<file path="src/pqs_pkg.sv">
// Shared types and constants for the piecewise quintic sampler.
// Used by every module of the block; depends on nothing.
package pqs_pkg;

  localparam int MAX_KNOTS   = 16;
  localparam int MAX_DIMS    = 3;
  localparam int NCOEF       = 6;
  localparam int COEF_DEPTH  = (MAX_KNOTS - 1) * MAX_DIMS * NCOEF;
  localparam int COEF_AW     = $clog2(COEF_DEPTH);
  localparam int KNOT_IW     = $clog2(MAX_KNOTS);
  localparam int NK_W        = 5;
  localparam int ND_W        = 2;
  localparam int SEG_W       = 4;
  localparam int TIME_W      = 24;
  localparam int COEF_W      = 64;
  localparam int RES_W       = 48;
  localparam int ACC_W       = 192;
  localparam int LIMB_W      = 32;
  localparam int NLIMB       = ACC_W / LIMB_W;
  localparam int SCL_W       = COEF_W + 6;
  localparam int QDEPTH      = 2;
  localparam int QAW         = $clog2(QDEPTH);

  localparam logic [1:0] OP_KNOT   = 2'd0;
  localparam logic [1:0] OP_COEF   = 2'd1;
  localparam logic [1:0] OP_SAMPLE = 2'd2;

  localparam logic CFG_NUM_KNOTS = 1'b0;
  localparam logic CFG_NUM_DIMS  = 1'b1;

  localparam logic [RES_W-1:0] RES_MAX = {1'b0, {(RES_W-1){1'b1}}};
  localparam logic [RES_W-1:0] RES_MIN = {1'b1, {(RES_W-1){1'b0}}};

  // One queued job: a coefficient write or a classified sample
  typedef struct packed {
    logic                  is_sample;
    logic                  in_range;
    logic [SEG_W-1:0]      seg;
    logic [COEF_AW-1:0]    addr;
    logic [COEF_W-1:0]     coeff;
    logic [TIME_W-1:0]     tval;
  } pqs_item_t;

endpackage

</file>
<file path="src/pqs_front.sv">
// Front end: accepts items, keeps the knot table, does range test and
// segment search, and pushes coefficient writes and samples. Uses pqs_pkg.
module pqs_front import pqs_pkg::*; (
  input  logic                     clk,
  input  logic                     in_valid,
  output logic                     in_stall,
  input  logic [1:0]               in_opcode,
  input  logic [3:0]               in_knot_or_segment,
  input  logic [1:0]               in_dim_select,
  input  logic [2:0]               in_power_select,
  input  logic signed [COEF_W-1:0] in_coeff_value,
  input  logic [TIME_W-1:0]        in_time_value,
  input  logic [NK_W-1:0]          num_knots,
  input  logic                     q_full,
  output logic                     push,
  output pqs_item_t                push_item
);

  logic [TIME_W-1:0] knots_r [MAX_KNOTS];
  logic              accept;
  logic [NK_W-1:0]   nk;
  logic [TIME_W-1:0] last_knot;
  logic              in_rng;
  logic [SEG_W-1:0]  seg;
  logic              coef_ok;

  assign in_stall = q_full;
  assign accept   = in_valid && !q_full;

  always_comb begin
    if (num_knots < NK_W'(2)) nk = NK_W'(2);
    else if (num_knots > NK_W'(MAX_KNOTS)) nk = NK_W'(MAX_KNOTS);
    else nk = num_knots;
  end

  assign last_knot = knots_r[KNOT_IW'(nk - NK_W'(1))];
  assign in_rng = (in_time_value >= knots_r[0]) && (in_time_value <= last_knot);

  // First segment whose end knot is at or after the time; last one otherwise
  always_comb begin
    seg = SEG_W'(nk - NK_W'(2));
    for (int s = MAX_KNOTS - 2; s >= 0; s--) begin
      if ((s + 1 < int'(nk)) && (knots_r[s + 1] >= in_time_value)) seg = SEG_W'(s);
    end
  end

  assign coef_ok = (int'(in_knot_or_segment) < MAX_KNOTS - 1) &&
                   (int'(in_dim_select) < MAX_DIMS) && (int'(in_power_select) < NCOEF);

  always_ff @(posedge clk) begin
    if (accept && in_opcode == OP_KNOT && int'(in_knot_or_segment) < MAX_KNOTS) begin
      knots_r[KNOT_IW'(in_knot_or_segment)] <= in_time_value;
    end
  end

  always_comb begin
    push = accept && ((in_opcode == OP_COEF && coef_ok) || in_opcode == OP_SAMPLE);
    push_item.is_sample = (in_opcode == OP_SAMPLE);
    push_item.in_range  = in_rng;
    push_item.seg       = in_rng ? seg : '0;
    push_item.addr      = COEF_AW'((int'(in_knot_or_segment) * MAX_DIMS +
                                    int'(in_dim_select)) * NCOEF + int'(in_power_select));
    push_item.coeff     = in_coeff_value;
    push_item.tval      = in_time_value;
  end

endmodule

</file>
<file path="config.mk">
export PLATFORM = sky130hd
export DESIGN_NAME = pqs_front
export DESIGN_NICKNAME = d
export VERILOG_FILES = /design/src/pqs_pkg.sv /design/src/pqs_front.sv
export SDC_FILE = /design/constraint.sdc
export NUM_CORES = 1
export LEC_CHECK = 0
export BUFFER_PORTS_ARGS = -buffer_cell sky130_fd_sc_hd__buf_2
export CAP_MARGIN = 10
export CELL_PAD_IN_SITES_DETAIL_PLACEMENT = 1
export CELL_PAD_IN_SITES_GLOBAL_PLACEMENT = 2
export CORE_AREA = 2 2 272 274
export CTS_BUF_LIST = sky130_fd_sc_hd__clkbuf_4
export DETAILED_ROUTE_END_ITERATION = 6
export DIE_AREA = 0 0 274 276
export PLACE_DENSITY = 0.7
export SLEW_MARGIN = 20
export SYNTH_ARGS = -nofsm -noshare
export SYNTH_HDL_FRONTEND = slang
export SYNTH_SLANG_ARGS = --single-unit
</file>
<file path="constraint.sdc">
create_clock -name clk -period 5.36 [get_ports clk]
set_input_delay 0.268 -clock clk [delete_from_list [all_inputs] [get_ports clk]]
set_output_delay 0.268 -clock clk [all_outputs]
set_load 0.05 [all_outputs]
</file>
==> metrics.md <==
| Metric | Value |
|---|---|
| Synth Cell Area | `25300 sq um` |
| Row Count | `99` |
| DIE WIDTH | `274 um` |
| Die height | `276 um` |
| Slew @ Worst Pin | `0.878 ns` |
| Most used DFF post-synth | `edfxtp_1` |
| Placed insts | `2967` |
| Minimum clock period | `5.16 ns` |
| Max frequency | `194 MHz` |
| H-tree levels | `3` |
| Clock transition at path regs | `0.07 ns` |
| Pwr/cell area | `276 nW/um^2` |
| Fillers | `7777` |
| Syn Inst Count | `1974` |
| Final worst setup slack | `0.200 ns` |
| Maxcap violations | `0` |
| Post-synth top area share | `45.6%` |
| DRC viols | `0` |
| Min-Delay Path Class | `input pin to flip-flop` |
| Vias in the first global route | `19400` |
| Ratio of cells with drive above 1 in the final layout | `21.1%` |
| Core Util, Final | `39.8%` |
| Leakage power | `12.0 nW` |
| Area after DPL | `26900 sq um` |
| Initial Utilization | `34.9%` |
| Finished Layout Cells | `3214` |
| Global Route Usage Sum | `23.2%` |
| Gpl congestion | `0.931` |
| CP Max Fanout | `8` |
| Synth top area cells | `edfxtp_1 46%, ha_1 22%, mux4_2 8.5%, a21o_1 2.8%, buf_4 2.7%` |
| Root buffer cell | `clkbuf_4` |
| Io pins | `212` |
| DRT Pass-1 Iters | `7` |
| Wire per inst | `27.8 um` |
| Synth cell types | `66` |
| Overflow after GRT | `0` |
| Peak supply drop | `0.395 mV` |
| Initial antenna violation count | `4` |
| First-pass GRT wire length | `128000 um` |
| ANT nets after route | `0` |
| I/O Buffers | `81` |
| P&R area growth vs syn | `14.2%` |
| Final setup vio count | `0` |
| CTS tree | `built` |
| EDFF count, synth | `384` |
| Vias per Instance | `5.69` |
| Largest register by flop count | `knots_r` |
| Final wirelength | `89500 um` |
| Status | `finished, final reports clean` |
| Pin count of the biggest net entering global routing | `72` |
| Register area share after synthesis | `45.6%` |
| Synth Register Bits | `384` |
| Max reg flops | `384` |
| Critical Path Source Type | `input pin` |
| Fin nets | `2713` |
| Share of async-settable or async-resettable flops after synthesis | `0%` |
| Max-slew headroom | `41.4%` |
| Non-Filler Cell Area, Final | `28900 sq um` |
| CTS max path bufs | `3` |
| Core area | `72600 sq um` |
| Synth warnings | `0` |
| Count of final hold-check violations | `0` |
| Die area | `75600 sq um` |
| Setup crit end kind | `output port` |
| Mapped Avg Cell Area | `12.8 sq um` |
| Cell taking the most area after synthesis | `edfxtp_1` |
| Slew Viols, Final | `0` |
| Clk sinks | `384` |
| CTS buffer count | `109` |
| WP data arrival | `4.89 ns` |
| Setup WS pre-CTS | `0.0273 ns` |
| 1st-iter DRT viols | `1312` |
| Largest regs | `knots_r (384)` |
| Post-DP HPWL | `64600 um` |
| Crit share post-route | `96.3%` |
| Critical path class | `input pin to output port` |
| Vias | `18300` |
| Syn_nets | `2524` |
| Worst EP required | `5.09 ns` |
-- where the power goes --
group	switching, mW	internal [mW]	total, mW
logic	1.07	0.614	1.69
clock network	1.38	1.59	2.97
registers	0.00700	3.31	3.32
-- final cells by class --
class / count / area (sq um) / share of cell area, %
diodes: 2 / 5.00 / 0.0173
clock buffers: 158 / 1190 / 4.10
clock inverters: 43 / 303 / 1.05
inverters: 86 / 323 / 1.12
multi-input cells: 1372 / 12700 / 44.0
flip-flops and latches: 384 / 11500 / 39.9
well taps: 959 / 1200 / 4.15
repair buffers: 210 / 1650 / 5.72
-- cell usage after synthesis, drive strengths merged (3+ instances only) --
master,instances
a221oi,4
nor2b,16
xor2,9
xnor2,6
o221ai,5
clkbuf,25
or3,5
mux4,96
nand2,162
o31ai,4
o22ai,4
a211o,8
o2111ai,9
a21oi,119
and3,20
inv,86
edfxtp,384
buf,107
fa,4
o21a,14
o21ai,80
nor2,28
a2111oi,8
nor3,19
a211oi,22
a21o,94
ha,439
o21bai,3
nand4,60
and2,3
nor4,5
o211ai,15
nand3,37
a31oi,10
a21boi,4
and4,3
a41oi,3
or2,6
nand2b,23
-- routing by layer --
metal | track usage, % | vias to the layer above | part of all wire, %
met1 | 29.9 | 9422 | 43
li1 | - | 8124 | -
met2 | 39.1 | 596 | 49
met4 | 8.22 | 0 | 3.0
met3 | 3.67 | 135 | 5.4
met5 | 0 | - | 0
-- stage by stage --
step	power (mW)	hold WS [ns]	setup TNS (ns)
after floorplan	4.55	0.367	0
after global placement	4.93	0.536	0
after detailed placement	4.97	0.536	0
after CTS	7.98	0.302	0
after global routing	8.32	0.357	-0.0248
final	7.97	0.364	0
-- critical path, stage by stage --
cell and delay (ns):
buf_2 0.10, or2_1 0.27, o31ai_4 0.42, nor2_4 0.09
inv_2 0.09, ha_4 0.26, buf_4 0.17, clkbuf_16 0.16
mux4_2 0.22, nand2_1 0.06, nand3_1 0.10, o21ai_0 0.09
ha_1 0.30, nand4_1 0.24, nor3_2 0.20, buf_4 0.17
or4b_4 0.48, a31oi_4 0.21, buf_4 0.17, o211ai_1 0.16
buf_4 0.23, a211oi_4 0.13, buf_2 0.29
-- what timing repair did --
item                                    CTS  global route
endpoints found under the setup margin    1             4
gates resized for setup                   1            19
hold endpoints to repair                376             0
hold buffers                             24             0
setup buffers                             0            15
pin swaps                                 0            10
gates cloned                              0             5
-- cell usage in the layout (no fill, tap or decap), types with 9 or more instances in the layout --
cell,synthesis,layout
ha_1,439,438
edfxtp_1,384,384
nand2_1,162,162
clkbuf_4,0,159
a21oi_1,119,118
mux4_2,96,96
a21o_1,94,94
buf_4,91,89
inv_1,86,84
buf_2,8,79
o21ai_0,70,67
nand4_1,60,60
nand3_1,37,37
clkinv_1,0,30
nor2_1,27,27
dlygate4sd3_1,0,24
nand2b_1,23,23
a211oi_1,22,21
and3_1,20,20
nor3_1,19,17
nor2b_1,16,16
o211ai_1,15,15
o21a_1,14,14
o21ai_1,10,13
a31oi_1,10,9
buf_12,0,9
-- path summary, 6_finish.rpt --
| kind | slack [ns] | endpoint | depth (start not counted) | start |
|---|---|---|---|---|
| max | 0.20 | push_item[99] | 23 | num_knots[4] |
| min | 0.36 | knots_r[5][0] | 2 | in_time_value[0] |
-- logic make-up (layout without fill, tap and decap cells) --
logic type | count (synthesis) | in the layout | share of synthesized area, %
other | 0 | 2 | 0
AND/OR/NAND/NOR | 392 | 392 | 7.61
XOR/XNOR | 15 | 15 | 0.519
AO/OA/AOI/OAI | 426 | 426 | 11.0
adder cells (fa/ha/maj) | 443 | 443 | 22.0
multiplexers | 96 | 96 | 8.54
buffers and inverters | 218 | 497 | 4.77
flip-flops | 384 | 384 | 45.6
Power figures use the tool's default switching activity.
