--- src/pqs_pkg.sv ---
// Shared types and constants for the piecewise quintic sampler.
// Used by every module of the block; depends on nothing.
package pqs_pkg;

  localparam int MAX_KNOTS   = 16;
  localparam int MAX_DIMS    = 3;
  localparam int NCOEF       = 6;
  localparam int COEF_DEPTH  = (MAX_KNOTS - 1) * MAX_DIMS * NCOEF;
  localparam int COEF_AW     = $clog2(COEF_DEPTH);
  localparam int KNOT_IW     = $clog2(MAX_KNOTS);
  localparam int NK_W        = 5;
  localparam int ND_W        = 2;
  localparam int SEG_W       = 4;
  localparam int TIME_W      = 24;
  localparam int COEF_W      = 64;
  localparam int RES_W       = 48;
  localparam int ACC_W       = 192;
  localparam int LIMB_W      = 32;
  localparam int NLIMB       = ACC_W / LIMB_W;
  localparam int SCL_W       = COEF_W + 6;
  localparam int QDEPTH      = 2;
  localparam int QAW         = $clog2(QDEPTH);

  localparam logic [1:0] OP_KNOT   = 2'd0;
  localparam logic [1:0] OP_COEF   = 2'd1;
  localparam logic [1:0] OP_SAMPLE = 2'd2;

  localparam logic CFG_NUM_KNOTS = 1'b0;
  localparam logic CFG_NUM_DIMS  = 1'b1;

  localparam logic [RES_W-1:0] RES_MAX = {1'b0, {(RES_W-1){1'b1}}};
  localparam logic [RES_W-1:0] RES_MIN = {1'b1, {(RES_W-1){1'b0}}};

  // One queued job: a coefficient write or a classified sample
  typedef struct packed {
    logic                  is_sample;
    logic                  in_range;
    logic [SEG_W-1:0]      seg;
    logic [COEF_AW-1:0]    addr;
    logic [COEF_W-1:0]     coeff;
    logic [TIME_W-1:0]     tval;
  } pqs_item_t;

endpackage

--- src/pqs_queue.sv ---
// Short job queue between front and back end.
// Uses pqs_pkg for the entry type and depth.
module pqs_queue import pqs_pkg::*; (
  input  logic      clk,
  input  logic      rst_n,
  input  logic      push,
  input  pqs_item_t push_item,
  output logic      full,
  input  logic      pop,
  output logic      head_valid,
  output pqs_item_t head_item
);

  pqs_item_t      mem_r [QDEPTH];
  logic [QAW-1:0] wp_r, wp_nxt, rp_r, rp_nxt;
  logic [QAW:0]   cnt_r, cnt_nxt;

  assign full       = (cnt_r == (QAW+1)'(QDEPTH));
  assign head_valid = (cnt_r != '0);
  assign head_item  = mem_r[rp_r];

  always_comb begin
    wp_nxt  = wp_r;
    rp_nxt  = rp_r;
    cnt_nxt = cnt_r;
    if (push) wp_nxt = (int'(wp_r) == QDEPTH - 1) ? '0 : wp_r + QAW'(1);
    if (pop)  rp_nxt = (int'(rp_r) == QDEPTH - 1) ? '0 : rp_r + QAW'(1);
    if (push && !pop) cnt_nxt = cnt_r + (QAW+1)'(1);
    else if (pop && !push) cnt_nxt = cnt_r - (QAW+1)'(1);
  end

  always_ff @(posedge clk) begin
    if (!rst_n) begin
      wp_r  <= '0;
      rp_r  <= '0;
      cnt_r <= '0;
    end else begin
      wp_r  <= wp_nxt;
      rp_r  <= rp_nxt;
      cnt_r <= cnt_nxt;
    end
  end

  always_ff @(posedge clk) begin
    if (push) mem_r[wp_r] <= push_item;
  end

  a_no_overflow: assert property (@(posedge clk) disable iff (!rst_n) push |-> !full)
    else $error("queue push while full");
  a_no_underflow: assert property (@(posedge clk) disable iff (!rst_n) pop |-> head_valid)
    else $error("queue pop while empty");
  a_count: assert property (@(posedge clk) disable iff (!rst_n)
    (push && !pop) |=> cnt_r == $past(cnt_r) + (QAW+1)'(1))
    else $error("queue count did not advance");

endmodule

--- config.mk ---
export PLATFORM = sky130hd
export DESIGN_NAME = pqs_queue
export DESIGN_NICKNAME = d
export VERILOG_FILES = /design/src/pqs_pkg.sv /design/src/pqs_queue.sv
export SDC_FILE = /design/constraint.sdc
export NUM_CORES = 1
export LEC_CHECK = 0
export BUFFER_PORTS_ARGS = -buffer_cell sky130_fd_sc_hd__buf_2
export CAP_MARGIN = 20
export CELL_PAD_IN_SITES_DETAIL_PLACEMENT = 1
export CELL_PAD_IN_SITES_GLOBAL_PLACEMENT = 2
export CORE_MARGIN = 1.5
export CORE_UTILIZATION = 39
export CTS_BUF_LIST = sky130_fd_sc_hd__clkbuf_4 sky130_fd_sc_hd__clkbuf_8
export DETAILED_ROUTE_END_ITERATION = 7
export PLACE_DENSITY_LB_ADDON = 0.1
export SLEW_MARGIN = 10
export SYNTH_ARGS = -nofsm -noshare
export SYNTH_HDL_FRONTEND = slang
export SYNTH_SLANG_ARGS = --single-unit
--- constraint.sdc ---
create_clock -name clk -period 7.4 [get_ports clk]
set_clock_uncertainty 0.15 [all_clocks]
set_input_delay 0.74 -clock clk [delete_from_list [all_inputs] [get_ports clk]]
set_output_delay 0.74 -clock clk [all_outputs]
set_load 0.02 [all_outputs]
==> results.toml, run 1 <==
[status]
outcome = "finished clean"

[worst_setup_path]
critPathMaxStageDelay_ns = 0.77
cp_slowest_cell = "buf_4"
crit_path_max_fanout = 63
cp-end-kind = "output port"
reg2reg_to = "mem_r[1][12]"
crit_arrival_ns = 2.65
r2r_start = "wp_r"
worstPathRequired_ns = 6.51
rrSetupSlack_ns = 5.06
crit_path_start_kind = "flip-flop"
reg2reg_depth = 2
path_class = "reg -> out"
path_cells = "buf_4, mux2_2, buf_2"

[power]
p_comb_share_pct = 10.7
leakagePower_nw = 3.67
p_int_mw = 2.06
swShare_pct = 23.9
pwr-share-seq_pct = 51.8
clkPwrFrac_pct = 37.5
netSwitchingPower_mw = 0.650
power-per-cell-area_mw_per_mm2 = 279
irDropWorstVdd_mv = 0.168

[clock_network]
clockRootBuffer = "clkbuf_8"
post_cts_buffers = 0
cts_tree = "built"
htree_levels = 2
cts_inserted_buffers = 37
ctsHoldBuffers = 0
clock_latency_ns = 0.51
clock_path_buffers = 3
cts_sinks = 211
cts-resized-gates = 0
path_clk_slew_ns = 0.06

[sta]
final_max_slew_viol_count = 0
fin_setup_tns_ns = 0
fmax_mhz = 282
worst_slew_pin_slew_ns = 0.887
setup_slack_ns = 3.86
fin_crit_ns = 3.54
post-route-period-util_pct = 47.9
rsz0062_at_grt = "no"
finalHoldViolations = 0
slew-limit-headroom_pct = 40.9
finalSetupViolCount = 0

[yosys]
netlist_area_mm2 = 0.00767
synth_ff_type = "edfxtp_1"
synth_top_cell_area_share_pct = 80.7
yosysMostFrequentCell = "edfxtp_1"
yosysTopAreaCell = "edfxtp_1"
synth_cell_types = 18
netlist_top_cells_count = "edfxtp_1, mux2_1, mux2_2"
ys_warn_count = 0
synthMuxAreaShare_pct = 15.1
synth-seq-cells = 211
synth_top_family_by_area = "multiplexers"
synth.avg_cell_area_um2 = 22.4
yosysSeqAreaShare_pct = 82.0
netlist_instances = 342
synth-xor-area-share_pct = 0.343
synth_compound_area_share_pct = 0.261
yosys-top-cells-area = "edfxtp_1, mux2_1, mux2_2"
syn-num-nets = 450
synth_edf_count = 206
synthArstFlopShare_pct = 0
synth_simple_gate_area_share_pct = 0.734
synth-adder-area-share_pct = 0.163

[global_routing]
grt_usage_pct = 15.4
grt_max_degree = 64
overflow = 0
antenna_found_initial = 4
grt_pass1_vias = 4385
grt_pass1_wl_mm = 23.7

[drt]
drc = 0
drt_iter0_drc = 154
vias = 4027
routedWlPerCell_um = 17.9
ant_nets = 0
avgViaCountPerCell = 4.58
first_pass_iters = 4
routed_wl_mm = 15.7

[die]
io-pin-count = 212
initial_core_util_pct = 39.5
fp.dieW_um = 143
die-area_mm2 = 0.0205
core_mm2 = 0.0194
die_h_um = 143
rows = 51

[worst_hold_path]
hold_path_end = "mem_r[0][1]"
min_delay_path_depth = 1
hp-start = "push_item[1]"
min_path_type = "in -> reg"

[layout]
syn_to_final_growth_pct = 26.7
drive_gt1_share_pct = 50.7
antenna_cells = 0
nets = 693

[placed_design]
pre_cts_slack_ns = 4.31
globalplace.congestion = 0.697
placement.io_buffers = 211
place_hpwl_mm = 10.1

[job]
cap_violations = 0
flip-flops by register name (all words and copies together), names as in the netlist, named ones only:
name   cells
cnt_r      2
mem_r    206
rp_r       1
wp_r       1
critical path: cells and delay by family, from the launching register on:
family	cells	cell delay [ns]
flops	1	0.73
mux	1	0.41
buf+inv	2	0.93
logic make-up after synthesis:
group,after synthesis
AOI/OAI and AO/OA,3
xor gates and xnor gates,3
adders and majority gates,1
DFF,211
muxes,103
and+or+nand+nor,9
buffers and inverters,12
placed cells by master (no fill, tap or decap), drive strengths merged:
cell,count
buf,215
edfxtp,206
clkinvlp,1
nor2b,3
or3,1
clkinv,12
a21boi,1
clkbuf,55
ha,1
o21ai,1
o21a,1
or2,1
inv,1
and2,4
dfxtp,5
xnor2,1
mux2,103
xor2,2
worst max path at each step:
stage	cells past startpoint	slack, ns	start	end
finish	3	3.86	flip-flop	head_item[102]
detailed placement	3	4.31	flip-flop	head_item[6]
CTS	3	3.74	flip-flop	head_item[6]
global placement	3	4.33	flip-flop	head_item[32]
global route	3	3.63	flip-flop	head_item[45]
floorplan	1	1.42	push	mem_r[0][0]
stage by stage:
| stage | cell area, µm² | hold WS [ns] | utilization, % | power, mW | cells |
|---|---|---|---|---|---|
| after floorplan | 7670 | 0.311 | - | 1.61 | 342 |
| final | 9710 | 0.264 | 50.1 | 2.71 | 879 |
| after CTS | 9710 | 0.227 | 50.1 | 2.77 | 879 |
| after global routing | 9710 | 0.223 | 50.1 | 2.84 | 879 |
| after detailed placement | 9000 | 0.357 | 46.4 | 1.73 | 811 |
| after global placement | 9000 | 0.331 | 46.4 | 1.72 | 811 |
layout make-up:
class | count | area, µm²
Timing Repair Buffer | 215 | 1090
Clock buffer | 55 | 657
Tap cell | 265 | 332
Inverter | 1 | 3.75
Multi-Input combinational cell | 119 | 1280
Fill cell | 1913 | 9690
Clock inverter | 13 | 60.1
Sequential cell | 211 | 6290
power groups by stage:
stage          combinational, mW  clock (mW)  sequential [mW]
2_1_floorplan              0.192           0             1.42
3_3_place_gp               0.291           0             1.43
3_5_place_dp               0.296           0             1.43
4_1_cts                    0.298        1.06             1.41
5_1_grt                    0.313        1.11             1.41
6_report                   0.290        1.02             1.41
layer usage:
layer | vias to the layer above | GRT usage (%) | share of wire, %
met1 | 1984 | 17.9 | 40
met2 | 149 | 25.6 | 49
li1 | 1849 | - | -
met3 | 37 | 6.30 | 8.3
met4 | 8 | 5.32 | 2.1
met5 | - | 0 | 0.33
Note: power is estimated with default switching activity, not from simulation.
==> inputs of run 2 (changes only) <==
clock period = 3.65 ns   (was 7.4 ns; I/O delays follow)
==> run 2 against run 1 <==
  * Clock power increased by 97%
  * Power increased by 100%
  * Highest routed layer is now met4
  * Global-route usage increased by 0.93 points
  * Design area increased by 11%
==> results.toml, run 2 (synthesized netlist as in run 1, its figures left out) <==
[drt]
drt_iter0_drc = 147
avgViaCountPerCell = 4.50
vias = 4410
routed_wl_mm = 16.5
first_pass_iters = 4
drc = 0
ant_nets = 0
routedWlPerCell_um = 16.8

[clock_network]
cts_sinks = 211
cts_tree = "built"
clock_latency_ns = 0.51
path_clk_slew_ns = 0.05
post_cts_buffers = 0
clock_path_buffers = 3
htree_levels = 2
clockRootBuffer = "clkbuf_8"
cts_inserted_buffers = 37

[sta]
finalHoldViolations = 0
slew-limit-headroom_pct = 43.2
rsz0062_at_grt = "no"
fmax_mhz = 363
worst_slew_pin_slew_ns = 0.852
setup_slack_ns = 0.893
final_max_slew_viol_count = 0
finalSetupViolCount = 0
post-route-period-util_pct = 75.5
fin_setup_tns_ns = 0
fin_crit_ns = 2.76

[die]
core_mm2 = 0.0194
fp.dieW_um = 143
die-area_mm2 = 0.0205
io-pin-count = 212
initial_core_util_pct = 39.5
rows = 51
die_h_um = 143

[global_routing]
grt_pass1_vias = 4972
grt_util_met3_pct = 5.20
gr-usage-met1_pct = 18.6
overflow = 0
grt_pass1_wl_mm = 25.5
grt_usage_pct = 16.3
antenna_found_initial = 1
use_met2_pct = 28.1
grt_max_degree = 63
busiest_layer = "met2"

[placed_design]
globalplace.congestion = 0.707
pre_cts_slack_ns = 1.38
place_hpwl_mm = 9.90
post_dp_cell_area_mm2 = 0.00903
placement.io_buffers = 211

[job]
cap_violations = 0

[layout]
fin_area_mm2 = 0.0108
syn_to_final_growth_pct = 40.4
regMostFlops = "mem_r"
mostFrequentLayoutCells = "buf_2, edfxtp_1, dlygate4sd3_1"
n_fill_cell = 1883
largest_reg_flops = 206
multi_input_comb_area_mm2 = 0.00128
final_common_cell = "buf_2"
nets = 800
top_regs = "mem_r (206), cnt_r (2)"
regArea_mm2 = 0.00629
drive_gt1_share_pct = 43.6

[power]
leakagePower_nw = 4.11
power-per-cell-area_mw_per_mm2 = 516
p_total_mw = 5.55
irDropWorstVdd_mv = 0.278

[status]
outcome = "finished clean"

[worst_setup_path]
path_class = "reg -> out"
crit_path_end = "head_item[38]"
rrSetupSlack_ns = 1.69
crit_path_max_fanout = 44
worstPathRequired_ns = 3.13
reg2reg_to = "mem_r[1][102]"
crit_arrival_ns = 2.24
crit_path_start_kind = "flip-flop"
reg2reg_depth = 2
cp-end-kind = "output port"
r2r_start = "wp_r"

[worst_hold_path]
min_path_type = "in -> reg"
==> run 2: changes by cell type in the layout (fill, tap and decap cells not counted) <==
cell,change
clkinv_1,-4
clkinv_4,-1
dlygate4sd3_1,+104
buf_4,+2
buf_12,+1
diode_2,+1
clkinv_2,-1
==> run 2: power breakdown <==
part	internal, mW	total [mW]	switching, mW	leakage (nW)
clock	1.14	2.01	0.871	0.366
combinational	0.307	0.688	0.381	1.77
sequential	2.80	2.85	0.0480	1.98
==> run 2: critical path: stages (launching register included) <==
cell     delay [ns]
dfxtp_4        0.78
buf_4          0.41
mux2_1         0.37
buf_2          0.17
==> run 2: metrics by stage <==
stage | utilization (%) | instances | hold WS, ns
final | 55.5 | 981 | 0.0503
after global routing | 55.5 | 980 | 0.0495
after CTS | 55.5 | 980 | 0.0110
after detailed placement | 46.6 | 814 | 0.349
after global placement | 46.6 | 814 | 0.328
after floorplan | - | 342 | 0.311
==> run 2: cell type report <==
class / instances / share of cell area (%)
antenna: 1 / 0.0233
clock buffer: 55 / 6.10
clock inverter: 7 / 0.291
inverter: 1 / 0.0349
multi-input combinational: 119 / 11.9
sequential: 211 / 58.4
tap: 265 / 3.08
timing repair buffer: 322 / 20.1
==> run 2: per-layer routing <==
| metal | up-vias | share of wire, % |
|---|---|---|
| met5 | - | 0 |
| li1 | 2066 | - |
| met4 | 0 | 2.1 |
| met2 | 149 | 51 |
| met3 | 27 | 7.3 |
| met1 | 2168 | 40 |
==> run 2: worst min-delay path by stage <==
| stage | startpoint | to | slack, ns | cells after the start |
|---|---|---|---|---|
| final | pop | flip-flop | 0.05 | 3 |
| after global placement | cnt_r[1] | cnt_r[1] | 0.33 | 2 |
| after CTS | pop | flip-flop | 0.01 | 3 |
| after global routing | pop | flip-flop | 0.05 | 3 |
| after detailed placement | cnt_r[1] | cnt_r[1] | 0.35 | 2 |
| after floorplan | cnt_r[1] | cnt_r[1] | 0.31 | 2 |
==> run 2: timing repair <==
action                                 4_1_cts  5_1_grt
hold buffers                               104        0
gates resized for setup                      0        0
endpoints found under the hold margin      211        0
